--- src/rtl/i2c_slave_transaction_fsm_assert.svh ---
// assertion macros for the i2c slave transaction block
// expects clk_i and rst_ni in the scope of the user
`ifndef I2C_SLAVE_TRANSACTION_FSM_ASSERT_SVH
`define I2C_SLAVE_TRANSACTION_FSM_ASSERT_SVH

// same-cycle implication
`define I2CS_ASSERT_IMP(lbl, ante, cons) \
  lbl: assert property (@(posedge clk_i) disable iff (!rst_ni) (ante) |-> (cons)) \
    else $error("i2cs assertion failed");

// next-cycle implication
`define I2CS_ASSERT_NXT(lbl, ante, cons) \
  lbl: assert property (@(posedge clk_i) disable iff (!rst_ni) (ante) |=> (cons)) \
    else $error("i2cs assertion failed");

`endif

--- src/rtl/i2cs_pkg.sv ---
// shared types and codes of the i2c slave transaction block
// no dependencies
package i2cs_pkg;

  localparam logic [1:0] CMD_NONE          = 2'd0;
  localparam logic [1:0] CMD_ACK           = 2'd1;
  localparam logic [1:0] CMD_COMPLETE      = 2'd2;
  localparam logic [1:0] CMD_NACK_COMPLETE = 2'd3;

  localparam logic [2:0] RES_UNKNOWN   = 3'd0;
  localparam logic [2:0] RES_OK        = 3'd1;
  localparam logic [2:0] RES_OVERFLOW  = 3'd2;
  localparam logic [2:0] RES_COLLISION = 3'd3;
  localparam logic [2:0] RES_BUSERR    = 3'd4;
  localparam logic [2:0] RES_FAIL      = 3'd5;
  localparam logic [2:0] RES_ABORTED   = 3'd6;

  localparam logic REQ_EVENT = 1'b0;
  localparam logic REQ_LOAD  = 1'b1;

  typedef struct packed {
    logic       req_type;
    logic       bus_error;
    logic       collision;
    logic       addr_irq;
    logic       addr_match;
    logic       data_irq;
    logic       master_reads;
    logic       nack_received;
    logic [7:0] rx_byte;
    logic       abort_set;
    logic [2:0] buf_index;
    logic [7:0] buf_value;
  } req_t;

  typedef struct packed {
    logic [1:0] bus_command;
    logic       tx_valid;
    logic [7:0] tx_byte;
    logic       rx_valid;
    logic [2:0] rx_index;
    logic [7:0] rx_byte_out;
    logic       stop_irq_enabled;
    logic       clear_apif;
    logic       busy_res;
    logic [2:0] result_code;
    logic [3:0] received_count;
    logic [3:0] sent_count;
  } rsp_t;

  typedef struct packed {
    logic       busy;
    logic [2:0] result;
    logic       abort_pend;
    logic       stop_irq;
  } flags_t;

endpackage

--- src/rtl/i2cs_if.sv ---
// valid/ready channels of the i2c slave transaction block
// depends on i2cs_pkg
interface i2cs_req_if import i2cs_pkg::*; ();
  logic valid;
  logic ready;
  req_t beat;
  modport source (output valid, output beat, input ready);
  modport sink (input valid, input beat, output ready);
endinterface

interface i2cs_rsp_if import i2cs_pkg::*; ();
  logic valid;
  logic ready;
  rsp_t beat;
  modport source (output valid, output beat, input ready);
  modport sink (input valid, input beat, output ready);
endinterface

--- src/rtl/i2c_slave_transaction_fsm.sv ---
// i2c slave transaction control: top level with input and result registers
// depends on i2cs_pkg, i2cs_if, i2cs_ram, i2cs_step and the assertion header
//
// usage:
//   req_i carries one beat per bus event (req_type 0) or send buffer load
//   (req_type 1); rsp_o returns exactly one result beat for every request.
//   both are valid/ready channels, a beat moves when valid and ready are high.
// path: a request accepted on req_i passes the input register, one step of
//   decode logic and the result register before it is presented on rsp_o.
// throughput: one request per cycle while rsp_o is not held; the step reads
//   the send buffer ram through its registered port, addressed in the cycle
//   before with the next send count, and a same-cycle load there is forwarded.
// stall: while rsp_o is held, a result waits in the result register and one
//   more request is held in the input register; req_i.ready then drops.
// reset: counts, busy, result, abort and stop enable clear, both registers
//   are empty; send buffer entries hold nothing until loaded.
// `include "i2c_slave_transaction_fsm_assert.svh"
`include "i2c_slave_transaction_fsm_assert.svh"
module i2c_slave_transaction_fsm import i2cs_pkg::*; #(
  parameter int RX_DEPTH = 8,
  parameter int TX_DEPTH = 8
) (
  input  logic     clk_i,
  input  logic     rst_ni,
  i2cs_req_if.sink   req_i,
  i2cs_rsp_if.source rsp_o
);

  localparam int RCW = $clog2(RX_DEPTH + 1);
  localparam int TCW = $clog2(TX_DEPTH + 1);
  localparam int AW  = (TX_DEPTH > 1) ? $clog2(TX_DEPTH) : 1;

  logic           in_valid_q;
  req_t           in_q;
  logic           out_valid_q;
  rsp_t           rsp_q;
  flags_t         flags_q, flags_d, step_flags;
  logic [RCW-1:0] rx_cnt_q, rx_cnt_d, step_rx_cnt;
  logic [TCW-1:0] tx_cnt_q, tx_cnt_d, step_tx_cnt;
  rsp_t           step_rsp;
  logic           adv;
  logic           proc;
  logic           wr_en;
  logic [AW-1:0]  wr_addr;
  logic [AW-1:0]  rd_addr;
  logic [7:0]     ram_rdata;
  logic           byp_hit_q, byp_hit_d;
  logic [7:0]     byp_data_q;
  logic [7:0]     tx_data;

  assign adv         = !out_valid_q || rsp_o.ready;
  assign proc        = in_valid_q && adv;
  assign req_i.ready = !in_valid_q || adv;

  assign wr_en   = proc && (in_q.req_type == REQ_LOAD) && (32'(in_q.buf_index) < TX_DEPTH);
  assign wr_addr = AW'(in_q.buf_index);

  always_comb begin
    flags_d  = proc ? step_flags  : flags_q;
    rx_cnt_d = proc ? step_rx_cnt : rx_cnt_q;
    tx_cnt_d = proc ? step_tx_cnt : tx_cnt_q;
  end

  // read in the cycle before, with the next send count
  assign rd_addr   = tx_cnt_d[AW-1:0];
  assign byp_hit_d = wr_en && (wr_addr == rd_addr);
  assign tx_data   = byp_hit_q ? byp_data_q : ram_rdata;

  i2cs_ram #(
    .WIDTH (8),
    .DEPTH (TX_DEPTH)
  ) u_send_buf (
    .clk_i   (clk_i),
    .we_i    (wr_en),
    .waddr_i (wr_addr),
    .wdata_i (in_q.buf_value),
    .raddr_i (rd_addr),
    .rdata_o (ram_rdata)
  );

  i2cs_step #(
    .RX_DEPTH (RX_DEPTH),
    .TX_DEPTH (TX_DEPTH)
  ) u_step (
    .item_i    (in_q),
    .flags_i   (flags_q),
    .rx_cnt_i  (rx_cnt_q),
    .tx_cnt_i  (tx_cnt_q),
    .tx_data_i (tx_data),
    .flags_o   (step_flags),
    .rx_cnt_o  (step_rx_cnt),
    .tx_cnt_o  (step_tx_cnt),
    .rsp_o     (step_rsp)
  );

  always_ff @(posedge clk_i or negedge rst_ni) begin
    if (!rst_ni) begin
      in_valid_q  <= 1'b0;
      out_valid_q <= 1'b0;
      flags_q     <= '0;
      rx_cnt_q    <= '0;
      tx_cnt_q    <= '0;
      byp_hit_q   <= 1'b0;
    end else begin
      if (req_i.ready) begin
        in_valid_q <= req_i.valid;
      end
      if (adv) begin
        out_valid_q <= in_valid_q;
      end
      flags_q   <= flags_d;
      rx_cnt_q  <= rx_cnt_d;
      tx_cnt_q  <= tx_cnt_d;
      byp_hit_q <= byp_hit_d;
    end
  end

  always_ff @(posedge clk_i) begin
    if (req_i.valid && req_i.ready) begin
      in_q <= req_i.beat;
    end
    if (proc) begin
      rsp_q <= step_rsp;
    end
    byp_data_q <= in_q.buf_value;
  end

  assign rsp_o.valid = out_valid_q;
  assign rsp_o.beat  = rsp_q;

  `I2CS_ASSERT_NXT(a_in_held, in_valid_q && !adv, in_valid_q)
  `I2CS_ASSERT_IMP(a_rx_cnt_range, 1'b1, rx_cnt_q <= RCW'(RX_DEPTH))
  `I2CS_ASSERT_IMP(a_tx_cnt_range, 1'b1, tx_cnt_q <= TCW'(TX_DEPTH))
  `I2CS_ASSERT_IMP(a_tx_ack, out_valid_q && rsp_q.tx_valid, rsp_q.bus_command == CMD_ACK)
  `I2CS_ASSERT_IMP(a_rx_cmd, out_valid_q && rsp_q.rx_valid, rsp_q.bus_command == CMD_ACK || rsp_q.bus_command == CMD_COMPLETE)
  `I2CS_ASSERT_IMP(a_stop_ready, out_valid_q && rsp_q.clear_apif, !rsp_q.busy_res && rsp_q.result_code == RES_OK)

endmodule

--- src/rtl/i2cs_ram.sv ---
// generic single write port ram with registered read
// no dependencies
module i2cs_ram #(
  parameter int WIDTH = 8,
  parameter int DEPTH = 8,
  localparam int AW = (DEPTH > 1) ? $clog2(DEPTH) : 1
) (
  input  logic             clk_i,
  input  logic             we_i,
  input  logic [AW-1:0]    waddr_i,
  input  logic [WIDTH-1:0] wdata_i,
  input  logic [AW-1:0]    raddr_i,
  output logic [WIDTH-1:0] rdata_o
);

  logic [WIDTH-1:0] mem_q [DEPTH];
  logic [WIDTH-1:0] rdata_q;

  always_ff @(posedge clk_i) begin
    if (we_i) begin
      mem_q[waddr_i] <= wdata_i;
    end
    rdata_q <= mem_q[raddr_i];
  end

  assign rdata_o = rdata_q;

endmodule

--- src/rtl/i2cs_step.sv ---
// event decode and state update for one beat
// depends on i2cs_pkg
module i2cs_step import i2cs_pkg::*; #(
  parameter int RX_DEPTH = 8,
  parameter int TX_DEPTH = 8,
  localparam int RCW = $clog2(RX_DEPTH + 1),
  localparam int TCW = $clog2(TX_DEPTH + 1)
) (
  input  req_t           item_i,
  input  flags_t         flags_i,
  input  logic [RCW-1:0] rx_cnt_i,
  input  logic [TCW-1:0] tx_cnt_i,
  input  logic [7:0]     tx_data_i,
  output flags_t         flags_o,
  output logic [RCW-1:0] rx_cnt_o,
  output logic [TCW-1:0] tx_cnt_o,
  output rsp_t           rsp_o
);

  logic       abort_now;
  logic [1:0] cmd;
  logic       txv;
  logic [7:0] txb;
  logic       rxv;
  logic [2:0] rxi;
  logic [7:0] rxb;
  logic       clr;

  always_comb begin
    abort_now = flags_i.abort_pend | item_i.abort_set;
    flags_o   = flags_i;
    flags_o.abort_pend = abort_now;
    rx_cnt_o  = rx_cnt_i;
    tx_cnt_o  = tx_cnt_i;
    cmd = CMD_NONE;
    txv = 1'b0;
    txb = 8'd0;
    rxv = 1'b0;
    rxi = 3'd0;
    rxb = 8'd0;
    clr = 1'b0;
    if (item_i.req_type == REQ_LOAD) begin
      // buffer write happens outside
    end else if (item_i.bus_error) begin
      rx_cnt_o = '0;
      tx_cnt_o = '0;
      flags_o.result = RES_BUSERR;
      flags_o.busy   = 1'b0;
    end else if (item_i.collision) begin
      rx_cnt_o = '0;
      tx_cnt_o = '0;
      flags_o.result = RES_COLLISION;
      flags_o.busy   = 1'b0;
    end else if (item_i.addr_irq && item_i.addr_match) begin
      if (abort_now) begin
        cmd = CMD_COMPLETE;
        flags_o.result     = RES_ABORTED;
        flags_o.busy       = 1'b0;
        flags_o.abort_pend = 1'b0;
      end else begin
        cmd = CMD_ACK;
        flags_o.busy     = 1'b1;
        flags_o.result   = RES_UNKNOWN;
        flags_o.stop_irq = 1'b0;
        rx_cnt_o = '0;
        tx_cnt_o = '0;
      end
    end else if (item_i.addr_irq) begin
      // stop condition
      clr = 1'b1;
      flags_o.stop_irq = 1'b0;
      flags_o.result   = RES_OK;
      flags_o.busy     = 1'b0;
    end else if (item_i.data_irq) begin
      if (item_i.master_reads) begin
        if ((tx_cnt_i != '0) && item_i.nack_received) begin
          cmd = CMD_COMPLETE;
          flags_o.result = RES_OK;
          flags_o.busy   = 1'b0;
        end else if (tx_cnt_i < TCW'(TX_DEPTH)) begin
          cmd = CMD_ACK;
          txv = 1'b1;
          txb = tx_data_i;
          tx_cnt_o = tx_cnt_i + TCW'(1);
        end else begin
          cmd = CMD_COMPLETE;
          flags_o.result = RES_OVERFLOW;
          flags_o.busy   = 1'b0;
        end
      end else begin
        flags_o.stop_irq = 1'b1;
        if (rx_cnt_i < RCW'(RX_DEPTH)) begin
          rxv = 1'b1;
          rxi = 3'(rx_cnt_i);
          rxb = item_i.rx_byte;
          rx_cnt_o = rx_cnt_i + RCW'(1);
          if (abort_now) begin
            cmd = CMD_COMPLETE;
            flags_o.result     = RES_ABORTED;
            flags_o.busy       = 1'b0;
            flags_o.abort_pend = 1'b0;
          end else begin
            cmd = CMD_ACK;
          end
        end else begin
          cmd = CMD_NACK_COMPLETE;
          flags_o.result = RES_OVERFLOW;
          flags_o.busy   = 1'b0;
        end
      end
    end else begin
      flags_o.result = RES_FAIL;
      flags_o.busy   = 1'b0;
    end
  end

  always_comb begin
    rsp_o.bus_command      = cmd;
    rsp_o.tx_valid         = txv;
    rsp_o.tx_byte          = txb;
    rsp_o.rx_valid         = rxv;
    rsp_o.rx_index         = rxi;
    rsp_o.rx_byte_out      = rxb;
    rsp_o.stop_irq_enabled = flags_o.stop_irq;
    rsp_o.clear_apif       = clr;
    rsp_o.busy_res         = flags_o.busy;
    rsp_o.result_code      = flags_o.result;
    rsp_o.received_count   = 4'(rx_cnt_o);
    rsp_o.sent_count       = 4'(tx_cnt_o);
  end

endmodule
--- src/flat_wrapper.sv ---
// flat-port wrapper written by rule: the top's interface ports become plain ports
module i2c_slave_transaction_fsm_flat import i2cs_pkg::*;
#(
  parameter int RX_DEPTH = 8,
  parameter int TX_DEPTH = 8
)
  (clk_i, rst_ni, req_i_valid, req_i_beat, req_i_ready, rsp_o_valid, rsp_o_beat, rsp_o_ready);
  i2cs_req_if req_i_i ();
  i2cs_rsp_if rsp_o_i ();
  input  logic clk_i;
  input  logic rst_ni;
  input wire logic [$bits(req_i_i.valid)-1:0] req_i_valid;
  input wire logic [$bits(req_i_i.beat)-1:0] req_i_beat;
  output wire logic [$bits(req_i_i.ready)-1:0] req_i_ready;
  output wire logic [$bits(rsp_o_i.valid)-1:0] rsp_o_valid;
  output wire logic [$bits(rsp_o_i.beat)-1:0] rsp_o_beat;
  input wire logic [$bits(rsp_o_i.ready)-1:0] rsp_o_ready;
  assign req_i_i.valid = req_i_valid;
  assign req_i_i.beat = req_i_beat;
  assign req_i_ready = req_i_i.ready;
  assign rsp_o_valid = rsp_o_i.valid;
  assign rsp_o_beat = rsp_o_i.beat;
  assign rsp_o_i.ready = rsp_o_ready;
  i2c_slave_transaction_fsm #(.RX_DEPTH(RX_DEPTH), .TX_DEPTH(TX_DEPTH)) u_core (.clk_i(clk_i), .rst_ni(rst_ni), .req_i(req_i_i), .rsp_o(rsp_o_i));
endmodule
--- config.mk ---
export PLATFORM = sky130hd
export DESIGN_NAME = i2c_slave_transaction_fsm_flat
export DESIGN_NICKNAME = d
export VERILOG_FILES = /design/src/rtl/i2cs_pkg.sv /design/src/rtl/i2cs_if.sv /design/src/rtl/i2c_slave_transaction_fsm.sv /design/src/rtl/i2cs_ram.sv /design/src/rtl/i2cs_step.sv /design/src/flat_wrapper.sv
export VERILOG_INCLUDE_DIRS = /design/src /design/src/rtl
export SDC_FILE = /design/constraint.sdc
export NUM_CORES = 1
export LEC_CHECK = 0
export ABC_AREA = 1
export BUFFER_PORTS_ARGS = -buffer_cell sky130_fd_sc_hd__buf_2
export CORE_ASPECT_RATIO = 1.5
export CORE_MARGIN = 2
export CORE_UTILIZATION = 35
export CTS_BUF_LIST = sky130_fd_sc_hd__clkbuf_4
export DETAILED_ROUTE_END_ITERATION = 10
export HOLD_SLACK_MARGIN = 0.12
export SLEW_MARGIN = 20
export SYNTH_ARGS = -nofsm -noshare
export SYNTH_HDL_FRONTEND = slang
export SYNTH_HIERARCHICAL = 1
export SYNTH_SLANG_ARGS = --single-unit
export TNS_END_PERCENT = 30
--- constraint.sdc ---
create_clock -name clk_i -period 2.5 [get_ports clk_i]
set_input_delay 0.125 -clock clk_i [delete_from_list [all_inputs] [get_ports clk_i]]
set_output_delay 0.125 -clock clk_i [all_outputs]
set_load 0.005 [all_outputs]
**After elaboration in Yosys (flattened, before gate mapping)**

Memories as Yosys holds them, arrays and structs flattened. A register that Yosys moved wholly into a read port is not among the register bits.
Index checks and enable logic that the tools add are counted.

- Register bits after elaboration: 90
- Latch bits: 0
- Memory bits (writable): 64
- ROM bits: 0
- Memories: 1

Memory list:

| memory | depth | width | rd ports | clocked after Yosys merged registers in | write ports | RTL line | text |
|---|---|---|---|---|---|---|---|
| u_core.u_send_buf.mem_q | 8 | 8 | 1 | 1 | 1 | i2cs_ram.sv:16 | `logic [WIDTH-1:0] mem_q [DEPTH];` |

- Add/subtract/negate cells: 2
- Multiply operators: 0
- Div/mod/pow operators: 0
- Order comparisons: 2
- Equal/unequal tests: 1
- Shift operators: 0
- Muxes and demuxes: 54
- Bitwise operators: 5
- Reductions and logical operators: 17

Operators by type and width:

| kind | count |
|---|---|
| $mux 4 | 28 |
| $mux 2 | 12 |
| $reduce_or 8->1 | 2 |
| $mux 6 | 2 |
| $mux 1 | 9 |
| $reduce_or 9->1 | 1 |
| $add 4x1->4 const B | 2 |
| $lt 4x4->1 const B | 2 |
| $mux 8 | 1 |
| $reduce_or 7->1 | 1 |
| $logic_and 1x1->1 | 6 |
| $mux 5 | 1 |
| $not 1->1 | 4 |
| $reduce_bool 4->1 | 1 |
| $reduce_or 4->1 | 1 |
| $eq 3x3->1 | 1 |
| $mux 3 | 1 |
| $reduce_or 3->1 | 1 |
| $logic_not 1->1 | 2 |
| $logic_or 1x1->1 | 2 |
| $or 1x1->1 | 1 |

**Depth between registers and ports, before layout**

Gate-level depths: netlist (run 1).

- Depth in word-level cells: 13
- Gate-level depth with buffers: 19

**Modules after synthesis**

The synthesis (run 1) kept the hierarchy.

By module, submodules not included:

| module | instances | cells an instance | area an instance (sq um) | seq. area each (sq um) |
|---|---|---|---|---|
| i2cs_ram | 1 | 303 | 3050.4 | 2082.0 |
| i2c_slave_transaction_fsm | 1 | 168 | 2919.0 | 2537.4 |
| i2cs_step | 1 | 177 | 887.1 | 0.0 |

**Worst setup path before layout (run 1)**

Ideal clock, no wire load.

- Kind: register -> register
- Start: reg u_core.tx_cnt_q[0]
- End: reg u_core.u_send_buf.rdata_q[5], in the netlist u_core/u_send_buf/rdata_o[5] (read register of u_core.u_send_buf.mem_q)
- Setup time: 0.112 ns
- Data arrival time: 2.053 ns
- Data required time: 2.388 ns
- Slack: 0.334 ns
- Stages on the path, launching flop included: 19
- Path buffers: 3
- Cell sequence: dfrtp_1 -> inv_1 -> ha_1 -> nand2_1 -> nand2_1 -> nand3_1 -> inv_1 -> nand2_2 -> a21oi_1 -> buf_4 -> nand3_1 -> nand2_1 -> buf_6 -> buf_4 -> nand2_1 -> nand3_1 -> nand2_1 -> nand2_1 -> nand2_1

RTL lines:

| item | RTL line | text |
|---|---|---|
| start, declared | i2c_slave_transaction_fsm.sv:39 | `logic [TCW-1:0] tx_cnt_q, tx_cnt_d, step_tx_cnt;` |
| start signal, assigned | i2c_slave_transaction_fsm.sv:113 | `tx_cnt_q <= tx_cnt_d;` |
| end, declared | i2cs_ram.sv:17 | `logic [WIDTH-1:0] rdata_q;` |

==> results of run 1 <==
==> logic make-up after synthesis <==
group	synth area share, %
AND/OR/NAND/NOR	19.2
flip-flops	67.4
buffers and inverters	10.0
AO/OA/AOI/OAI	1.39
multiplexers	1.31
adder cells (fa/ha/maj)	0.730
==> state kept, by name, summed over array words and instances (netlist names), 3 cells and up <==
register,count
u_core/byp_data_q,8
u_core/flags_q,6
u_core/in_q,25
u_core/rsp_o.beat,37
u_core/rx_cnt_q,4
u_core/tx_cnt_q,4
u_core/u_send_buf/mem_q,64
u_core/u_send_buf/rdata_o,8
u_core/wr_addr,3
==> power by group <==
part	total (mW)	switching, mW	internal (mW)
clock	1.57	0.948	0.627
combinational	0.717	0.423	0.294
sequential	3.26	0.114	3.14
==> final cells by class <==
class	instances	area, sq um	area share [%]
Clock inverter	15	179	2.18
Inverter	116	440	5.38
Sequential cell	162	4620	56.4
Antenna cell	1	2.50	0.0305
Clock buffer	17	128	1.56
Timing Repair Buffer	131	943	11.5
Tap cell	256	320	3.91
Multi-Input combinational cell	339	1560	19.0
==> repair_timing <==
action                                 in CTS  in global routing
endpoints found under the hold margin      55                  0
setup endpoints to repair                   0                  8
buffers inserted                            0                  0
resized for setup                           0                  3
hold buffers                               34                  0
==> metal layers <==
metal / global-route usage [%] / routed length, um / vias up
li1: - / - / 2278
met1: 13.2 / 5170 / 2107
met2: 28.4 / 8210 / 98
met3: 2.34 / 456 / 32
met4: 8.38 / 549 / 0
met5: 0 / 0 / -
==> final timing paths <==
check | start | to | depth (start not counted)
max in group asynchronous | rst_ni | u_core/byp_hit_q$_DFF_PN0_ | 3
min in group asynchronous | rst_ni | u_core/flags_q[5]$_DFFE_PN0N_ | 3
worst max register to register | u_core/tx_cnt_q[0]$_DFF_PN0_ | u_core/u_send_buf/rdata_o[1]$_DFF_P_ | 17
worst min-delay path | req_i_beat[15] | u_core/in_q[15]$_DFFE_PP_ | 2
worst max-delay path | u_core/tx_cnt_q[0]$_DFF_PN0_ | u_core/u_send_buf/rdata_o[1]$_DFF_P_ | 17
worst min register to register | u_core/flags_q[0]$_DFFE_PN0N_ | u_core/flags_q[0]$_DFFE_PN0N_ | 2
==> Yosys cell counts <==
master    number  area, sq um
dfrtp_1       17          425
a21oi_1        3         15.0
mux2_2         8         90.1
o21ai_0        4         20.0
nor2_4         3         33.8
dfxtp_1       16          320
edfxtp_1     129         3870
nor2_1        48          180
buf_6          7         78.8
inv_4          1         6.26
a21boi_0       2         15.0
o22ai_1        1         6.26
nand3b_1       1         7.51
buf_4         20          150
a21oi_2        1         8.76
buf_2          4         20.0
nand2_2        4         25.0
inv_2          3         11.3
inv_1        112          420
a211oi_1       2         15.0
nor3_1         3         15.0
ha_1           4         50.1
nand3_2        1         10.0
nand2_4        2         22.5
nand3_1       47          235
nand2_1      199          747
o31ai_1        2         15.0
nor2_8         1         20.0
nand4_1        3         18.8
==> metrics.txt, run 1 <==
vias in the first global route=about 4.6k; critical path startpoint category=flop; initial antenna violation count=1; number of buffers created by CTS=17; Crit Path Class=reg2reg; routability cong.=approximately 0.87; First-pass DRT Iterations=4; crit-path max cell delay=slightly above 0.4 ns; synth unique cells=29; clock tree sinks=approximately 160; GRT overflow=0; slack of the critical path=0.247 ns; core box area=about 19000 sq um; post-route cell area=around 8200 sq um; first-pass GRT wire length=22.4 mm; synthesized area=between 6000 and 7000 sq um; post-layout util=between 40% and 50%; Slew Limit Fails=0; Vias/cell=around 4.4; maximum vdd drop=0.000382 V; clock skew=about 0.024 ns; Post-DRT Antenna Nets=0; clock root cell=clkbuf_4; Post-DP Area=around 7500 sq um; die footprint=20700 sq um; largest net degree at the start of global routing=47; DP Cell Count=970; Post-Place Worst Slack=roughly 0.16 ns; period utilization=90.1%; wire per inst=13.9 um; IO Pins=approximately 70; fillers=between 1.5k and 2k; Hold Crit Class=in2reg; f_max=around 440 MHz; crit path max fanout=16; DR iter-0 viols=roughly 170; Syn. warnings=6; layout cells sized above 1=about a fifth; final setup TNS=0 ns; required time worst endpoint=between 2 and 3 ns; die height=between 150 and 200 um; final wirelength=14.4 mm; hpwl dp=9.99 mm; hold slack=0.308 ns; outcome=completed; crit path capture type=flop; Pwr Total=5.55 mW; final hold vios=0; Vias=about 4.5k; most frequent cells in the layout=nand2_1 (199), edfxtp_1 (129), inv_1 (111), buf_2 (70), nor2_1 (48); Most common cell on crit path=nand2_1; Max-cap violations=0; post-route insts no fill=1037; CTS tree=yes; Initial Utilization=a little over a third; CP arrival=between 2 and 3 ns; Leak=~3.7 nW; family with the most delay on the worst path=simple AND/OR/NAND/NOR gates; Clock Latency Late Sink=roughly 0.52 ns; area growth from synthesis to layout=19.5%; Mapped Cells=648; Power Dens Cells=677 nW/um^2; Rows=between 60 and 70; GRT Resource Usage Total=14.2%; worst slew pin tran=just under 0.9 ns; DRC violations left=0; final setup fails=0; CTS max path bufs=2; commonest non-fill, non-tap cell in the layout=nand2_1; CTS clk-pin slew, worst paths=0.15 ns; Seq cells post-synth=roughly 160; Critical-path top delay cell=dfrtp_1; crit-path cells=inv_1, ha_1, nand2_1, nand2_1, nand3_2, inv_1, nand2_2, a21oi_2, nand3_1, nand2_1, buf_12, buf_12, nand2_1, nand3_1, nand2_1, nand2_1, nand2_1; Seq/Total Area, Yosys=about two thirds; unrepaired setup endpoints after global routing=false; # port buffers=70; fin crit period=approximately 2.3 ns; max_slew headroom=a little over two fifths; syn avg cell area=~11 sq um; flop2flop setup slack=approximately 0.25 ns; Layout Nets=approximately 800; syn nets=~680; H-tree depth=4; CP bufs+invs=4; Die X=around 120 um
Power figures use the tool's default switching activity.
==> run 2: changes to the inputs <==
clock period = 2.8 ns   (was 2.5 ns; I/O delays follow)
==> metrics.txt, run 2 (synthesized netlist as in run 1, its figures left out) <==
most frequent cells in the layout=nand2_1 (199), edfxtp_1 (129), inv_1 (111), buf_2 (70), nor2_1 (48); fin crit period=approximately 2.5 ns; core box area=~19000 sq um; worst slew pin tran=about 0.9 ns; switching pwr=approximately 1.3 mW; initial antenna violation count=1; Initial Utilization=between 30% and 40%; hold slack=between 0.2 and 0.3 ns; clock tree sinks=around 160; crit-path cells=inv_1, ha_1, nand2_1, nand2_1, nand3_1, inv_1, nand2_2, a21oi_1, nand3_1, nand2_1, buf_12, inv_4, nand2_1, nand3_1, nand2_1, nand2_1, nand2_1; Post-DRT Antenna Nets=0; final hold vios=0; Hold Crit Class=in2reg; Slew Limit Fails=0; max FFs per register=64; layout cells sized above 1=18.6%; die height=between 150 and 200 um; Max-cap violations=0; routability cong.=~0.84; max_slew headroom=about 39%; vias in the first global route=4499; first-pass GRT wire length=between 20 and 25 mm; final setup TNS=0 ns; Comb power frac=12.4%; CP arrival=between 2 and 3 ns; Leak=3.66 nW; Rows=62; final setup fails=0; area growth from synthesis to layout=17.4%; commonest non-fill, non-tap cell in the layout=nand2_1; Pwr Total=between 4 and 5 mW; Power Dens Cells=605 nW/um^2; maximum vdd drop=around 0.00036 V; # port buffers=70; CTS clk-pin slew, worst paths=0.13 ns; required time worst endpoint=3.29 ns; largest net degree at the start of global routing=36; Critical-path top delay cell=dfrtp_1; fillers=around 1.8k; clock skew=~0.022 ns; crit-path max cell delay=0.47 ns; Vias=about 4.5k; IO Pins=71; Internal=3.60 mW; crit path max fanout=35; CTS max path bufs=2; H-tree depth=4; clock root cell=clkbuf_4; Layout Nets=793; unrepaired setup endpoints after global routing=false; DR iter-0 viols=152; critical path startpoint category=flop; net switching fraction of the power=about a quarter; Crit Path Class=reg2reg; crit path capture type=flop; clock share of power=27.7%; final wirelength=approximately 14 mm; Most common cell on crit path=nand2_1; outcome=completed; GRT overflow=0; Hold Path Stages=2; period utilization=just under 90%; GRT Resource Usage Total=14.4%; post-layout util=approximately 42%; DRC violations left=0; CTS tree=yes; die footprint=approximately 21000 sq um; sequential power share=about three fifths; hpwl dp=9.81 mm; Reg2Reg Depth=17; Clock Latency Late Sink=roughly 0.54 ns; f_max=a little over 400 MHz; wire per inst=13.9 um; Die X=roughly 120 um; number of buffers created by CTS=17; Vias/cell=around 4.4; Top reg by flops=u_core/u_send_buf/mem_q; First-pass DRT Iterations=4
[run 2: power groups by stage]
| stage | clock network (mW) | logic, mW | registers (mW) |
|---|---|---|---|
| 2_1_floorplan | 0 | 0.392 | 2.94 |
| 3_3_place_gp | 0 | 0.564 | 2.98 |
| 3_5_place_dp | 0 | 0.569 | 2.98 |
| 4_1_cts | 1.41 | 0.611 | 2.92 |
| 5_1_grt | 1.48 | 0.682 | 2.94 |
| 6_report | 1.35 | 0.603 | 2.92 |
[run 2: worst paths after layout]
path                                               start                                    to  slack, ns
setup / recovery            u_core/tx_cnt_q[1]$_DFF_PN0_  u_core/u_send_buf/rdata_o[5]$_DFF_P_       0.34
hold / removal                            req_i_beat[20]             u_core/in_q[20]$_DFFE_PP_       0.29
setup reg to reg            u_core/tx_cnt_q[1]$_DFF_PN0_  u_core/u_send_buf/rdata_o[5]$_DFF_P_       0.34
hold reg to reg            u_core/flags_q[0]$_DFFE_PN0N_         u_core/flags_q[0]$_DFFE_PN0N_       0.53
max in group asynchronous                         rst_ni        u_core/rsp_o.valid$_DFFE_PN0P_       1.42
min in group asynchronous                         rst_ni        u_core/rx_cnt_q[0]$_DFFE_PN0N_       0.79
[run 2: worst max-delay path, delay by kind of cell (launching register included)]
kind / cells / cell delay (ns)
adder cells (fa/ha/maj): 1 / 0.15
buffers and inverters: 4 / 0.59
flip-flops: 1 / 0.47
AND/OR/NAND/NOR: 11 / 1.02
AO/OA/AOI/OAI: 1 / 0.17
[run 2: routing by layer]
metal / global-route usage, % / up-vias / routed length [um]
met5: 0 / - / 0
met4: 7.43 / 0 / 348
li1: - / 2265 / -
met2: 28.1 / 88 / 8240
met3: 2.66 / 17 / 435
met1: 14.2 / 2135 / 5270
[run 2: final cells by class]
class	instances	area (sq um)	share of cell area, %
Timing Repair Buffer	121	843	10.5
Antenna cell	1	2.50	0.0311
Multi-Input combinational cell	339	1550	19.3
Inverter	116	438	5.44
Sequential cell	162	4620	57.4
Clock buffer	19	143	1.77
Tap cell	256	320	3.98
Clock inverter	13	136	1.69
[run 2: stage by stage]
step	instances	setup slack (ns)	cell area [sq um]
CTS	1026	0.336	8050
finish	1027	0.338	8050
floorplan	648	0.634	6860
detailed placement	960	0.381	7430
global route	1027	0.0644	8050
global placement	960	0.397	7430
[run 2: repair_timing]
| item | 4_1_cts | 5_1_grt |
|---|---|---|
| hold buffers | 34 | 0 |
| endpoints found under the hold margin | 47 | 0 |
| setup buffers | 0 | 0 |
| gates resized for setup | 0 | 0 |
